## src/rtl/vnf_pkg.sv

```systemverilog
// Package for the value-noise fBm block: hash constants, register codes, reciprocal table.
package vnf_pkg;

  typedef logic [1:0]  cfg_idx_t;
  typedef logic [23:0] corner_t;

  localparam cfg_idx_t REG_NOISE_SEED   = 2'd0;
  localparam cfg_idx_t REG_OCTAVE_COUNT = 2'd1;

  localparam logic [31:0] HASH_KX    = 32'd374761393;
  localparam logic [31:0] HASH_KY    = 32'd668265263;
  localparam logic [31:0] HASH_KXY   = 32'd1042  + 32'd374761393 + 32'd668265263 - 32'd1042;
  localparam logic [31:0] HASH_KM    = 32'd1274126177;
  localparam logic [31:0] SEED_STEP  = 32'd31;
  localparam logic [17:0] SCALE_Q16  = 18'd133038;

  localparam int          RECIP_W     = 33;
  localparam int          RECIP_SHIFT = 40;

  // round(2^56 / ((2^k - 1) * 0xffffff)) for k = 1 .. 16
  localparam logic [RECIP_W-1:0] RECIP_TABLE [16] = '{
    33'd4294967552, 33'd1431655851, 33'd613566793, 33'd286331170,
    33'd138547340,  33'd68174088,   33'd33818642,  33'd16843010,
    33'd8405025,    33'd4198404,    33'd2098177,   33'd1048832,
    33'd524352,     33'd262160,     33'd131076,    33'd65537
  };

endpackage

```

## src/rtl/vnf_norm.sv

```systemverilog
// Normaliser: sum times reciprocal of the weight total, then saturation.
module vnf_norm #(
  parameter int SW = 32,
  parameter int KW = 4
) (
  input  logic          clk,
  input  logic          rst_n,
  input  logic [KW-1:0] k_eff,
  input  logic          up_valid,
  output logic          up_ready,
  input  logic [SW-1:0] sum_i,
  output logic          dn_valid,
  input  logic          dn_ready,
  output logic [15:0]   noise_value
);
  import vnf_pkg::*;

  localparam int LO = SW / 2;
  localparam int HI = SW - LO;
  localparam int PW = SW + RECIP_W;

  logic [1:0]            v_r;
  logic [1:0]            en;
  logic [RECIP_W-1:0]    recip;
  logic [LO+RECIP_W-1:0] pl_r;
  logic [HI+RECIP_W-1:0] ph_r;
  logic [PW-1:0]         prod;
  logic [15:0]           res_r;
  logic [15:0]           res_nxt;

  assign en[1]    = !v_r[1] || dn_ready;
  assign en[0]    = !v_r[0] || en[1];
  assign up_ready = en[0];
  assign dn_valid = v_r[1];

  always_ff @(posedge clk) begin
    if (!rst_n) begin
      v_r <= '0;
    end else begin
      if (en[0]) begin
        v_r[0] <= up_valid;
      end
      if (en[1]) begin
        v_r[1] <= v_r[0];
      end
    end
  end

  assign recip = RECIP_TABLE[4'(k_eff - KW'(1))];

  // split product keeps each multiplier near 32 bits
  always_ff @(posedge clk) begin
    if (en[0]) begin
      pl_r <= (LO+RECIP_W)'(sum_i[LO-1:0]) * (LO+RECIP_W)'(recip);
      ph_r <= (HI+RECIP_W)'(sum_i[SW-1:LO]) * (HI+RECIP_W)'(recip);
    end
  end

  always_comb begin
    prod = (PW'(ph_r) << LO) + PW'(pl_r);
    if (|prod[PW-1:RECIP_SHIFT+16]) begin
      res_nxt = 16'hffff;
    end else begin
      res_nxt = prod[RECIP_SHIFT+15:RECIP_SHIFT];
    end
  end

  always_ff @(posedge clk) begin
    if (en[1]) begin
      res_r <= res_nxt;
    end
  end

  assign noise_value = res_r;

endmodule
```

## config.mk

```make
export PLATFORM = sky130hd
export DESIGN_NAME = vnf_norm
export DESIGN_NICKNAME = d
export VERILOG_FILES = /design/src/rtl/vnf_pkg.sv /design/src/rtl/vnf_norm.sv
export SDC_FILE = /design/constraint.sdc
export NUM_CORES = 2
export LEC_CHECK = 0
export BUFFER_PORTS_ARGS = -buffer_cell sky130_fd_sc_hd__buf_4
export CORE_ASPECT_RATIO = 0.7
export CORE_MARGIN = 4
export CORE_UTILIZATION = 50
export CTS_CLUSTER_DIAMETER = 100
export DETAILED_ROUTE_END_ITERATION = 10
export PLACE_DENSITY = 0.64
export SETUP_SLACK_MARGIN = 0.15
export SLEW_MARGIN = 20
export SYNTH_ARGS = -nofsm -noshare
export SYNTH_HDL_FRONTEND = slang
export SYNTH_SLANG_ARGS = --single-unit
```

## constraint.sdc

```tcl
create_clock -name clk -period 8.73 [get_ports clk]
set_input_delay 0.4365 -clock clk [delete_from_list [all_inputs] [get_ports clk]]
set_output_delay 0.4365 -clock clk [all_outputs]
set_load 0.02 [all_outputs]
```

==> results.cfg <==
[timing]
setup_ws_ps = 517.6
setup_viol = 0
fin_crit_sh_pct = 94.07
worst_pin_slew_ps = 994.9
slew_viol_final = 0
clock_skew_ps = 17.18
maxSlewHeadroom_pct = 33.67
rsz0062_at_grt = false
hold_violations = 0
maxClockFrequency_ghz = 0.1218
period_needed_ps = 8212

[setup_path]
path_class = input pin to flop
start_kind = input pin
max_stage_delay_ps = 570
crit_path_frequent_cell = fa_1
worst-path-max-fanout = 31
arrival_ps = 8430
critical_path_required_ps = 8940
worst_setup_path_end_kind = flop
cp_slowest_cell = fa_1

[placement]
pre_cts_ws_ps = -163.0
portBuffers = 57
hpwl_mm = 96.66
place_congestion = 0.9812
dp_cells = 4852

[clock_tree]
numCtsBuffers = 9
clkTransAtPathRegs_ps = 80
clockBufferDepth = 2
clockRootBuffer = clkbuf_16
cts.htree.levels = 3
clk_latency_ps = 390
post-cts-setup-buffers = 0
cts.sinks = 100
tritoncts = yes

[global_routing]
met2_usage_pct = 37.29
met3_usage_pct = 19.34
antenna_found_initial = 1
grt_pass1_wl_mm = 175.2
grtUsageTotal_pct = 31.45
grt_overflow = 0
met1_usage_pct = 48.17
grt_pass1_vias = 27155
grt_max_degree = 74
top_usage_layer = met1

[pwr]
total_power_uw = 9101
seqPwrFrac_pct = 11.7
p_leak_uw = 0.01963
p_clk_share_pct = 4.5
powerDensity_nw_per_um2 = 241.3
internal_power_uw = 4116
pwr-share-comb_pct = 83.8
switchingPower_uw = 4985
peakVddDrop_mv = 0.2109
swShare_pct = 54.77

[drt]
drt-initial-drc-count = 2820
dr_total_vias = 26877
vias_per_cell = 5.521
drt-total-wl_mm = 116.1
drtPass1Iterations = 6
antenna_left = 0
wire_per_inst_um = 23.84
drc_errors = 0

[cells_and_area]
layout.cells.non_filler = 4868
antenna_cells = 0
syn_to_final_growth_pct = 6.231
fin_util_pct = 53.78
nets = 5060
layout-drive-gt1-share_pct = 5.697

[min_path]
hold_path_class = input pin to flop

[logic_synthesis]
async_flop_share_pct = 0
synthCells = 3917
ys_seq_elements = 100
syn-cell-area_um2 = 35500
synth.top_cell.area_share_pct = 41.56
synth_edf_count = 98
synth_nets = 5068
synth_area_leader_cell = fa_1
synth_area_per_cell_um2 = 9.064
synth_area_leaders = fa_1 42%, ha_1 13%, inv_1 9.6%
dominantRegCellSynth = edfxtp_1
synthDistinctLibCells = 69
yosysSeqAreaShare_pct = 8.402
yosysWarnings = 0

[die]
dieHeight_um = 230.9
rows = 81
die-width_um = 326.5
ios = 58
die_area_um2 = 75400
core-area_um2 = 70130
initial_utilization_pct = 50.62

[run_status]
outcome = completed

[run]
drv_cap = 0
## cells in the final DEF, fill, tap and decap left out, types with 4 or more instances in the layout
master and n:
inv_1 906, nand2_1 479, a31oi_1 12, ha_1 373, nor3_1 19, o21a_1 17
xnor2_1 55, or2_2 24, nor2_4 5, edfxtp_1 98, fa_1 737, a211oi_1 16
o211ai_1 8, and4_1 9, o31ai_1 6, a21oi_1 110, xor2_1 29, buf_4 146
and3_1 28, o21ai_0 67, a221oi_1 4, nand3_1 39, a21o_1 72, clkbuf_16 9
nor2b_1 8, nand2b_1 32, nand4_1 13, mux2i_1 4, a211o_1 4, nor2_1 94
o21bai_1 15, nor4_1 4, and2_1 386, o21ai_1 4, buf_12 8
## repair_timing
action                     CTS  global route
hold buffers                 0             0
resized for setup            0             8
setup endpoints to repair    0            24
## layer usage
metal  vias up  wire, um
li1      11860         -
met4         2      1649
met3        92     21880
met5         -        12
met2      1636     40090
met1     13287     52420
## cell usage after synthesis, types with 7 or more instances
cell	count
nand3_1	39
a21o_1	72
and3_1	28
o21ai_0	70
nor3_1	20
o21bai_1	15
a31oi_1	13
or2_2	24
a211oi_1	16
a21oi_1	111
buf_1	7
nand2_1	480
nand2b_1	32
o21a_1	17
edfxtp_1	98
nor2b_1	8
nand4_1	13
clkbuf_1	161
fa_1	737
xor2_1	30
and2_1	386
inv_1	906
nor2_1	102
o211ai_1	8
and4_1	9
xnor2_1	58
ha_1	374
o31ai_1	7
## critical path: cells and delay by family
kind,cells,cell delay (ps)
compound gates,11,2400
xor+xnor,1,230
fa+ha+maj,8,3580
buf+inv,8,1140
simple gates,3,600
## stage by stage
| step | area, um^2 | TNS (ps) | hold WS, ps |
|---|---|---|---|
| after floorplan | 35500 | 0 | 462.7 |
| after global placement | 37390 | -54.69 | 556.4 |
| after detailed placement | 37390 | -381.4 | 544.0 |
| after CTS | 37680 | 0 | 255.4 |
| after global routing | 37710 | 0 | 266.5 |
| final | 37710 | 0 | 278.6 |
## cells by family after synthesis
| family | after synthesis | share of synthesized area (%) |
|---|---|---|
| flip-flops | 100 | 8.402 |
| AO/OA/AOI/OAI | 383 | 7.059 |
| XOR/XNOR | 88 | 2.171 |
| adder cells (fa/ha/maj) | 1111 | 54.74 |
| multiplexers | 4 | 0.1128 |
| buffers and inverters | 1079 | 11.43 |
| AND/OR/NAND/NOR | 1152 | 16.08 |
## flip-flops by register name, indices dropped and copies added, names as in the netlist
register and count:
v_r 2, noise_value 16, pl_r 33, ph_r 49
## cell type report
class / instances / area (um^2)
multi-input cells: 2738 / 28600
flip-flops and latches: 100 / 2983
clock buffers: 9 / 225.2
well taps: 954 / 1194
clock inverters: 7 / 60.06
repair buffers: 154 / 1256
inverters: 906 / 3401
fillers: 6524 / 32420
## power by group through the flow
stage	clock, uW	combinational (uW)	sequential, uW
floorplan	0	4870	1050
global placement	0	7300	1070
detailed placement	0	7370	1070
CTS	416	7410	1070
global route	436	8470	1080
finish	410	7630	1060
## path summary, 6_finish.rpt
| path | cells past startpoint | from | endpoint | slack, ps |
|---|---|---|---|---|
| max | 31 | k_eff[1] | ph_r[45]$_DFFE_PP_ | 520 |
| min | 2 | rst_n | v_r[1]$_SDFFE_PN0P_ | 280 |
| max reg2reg | 12 | pl_r[35]$_DFFE_PP_ | noise_value[4]$_SDFFCE_PP1P_ | 4840 |
| min reg2reg | 2 | v_r[0]$_SDFFE_PN0P_ | v_r[0]$_SDFFE_PN0P_ | 580 |
(Power assumes the default switching activity.)
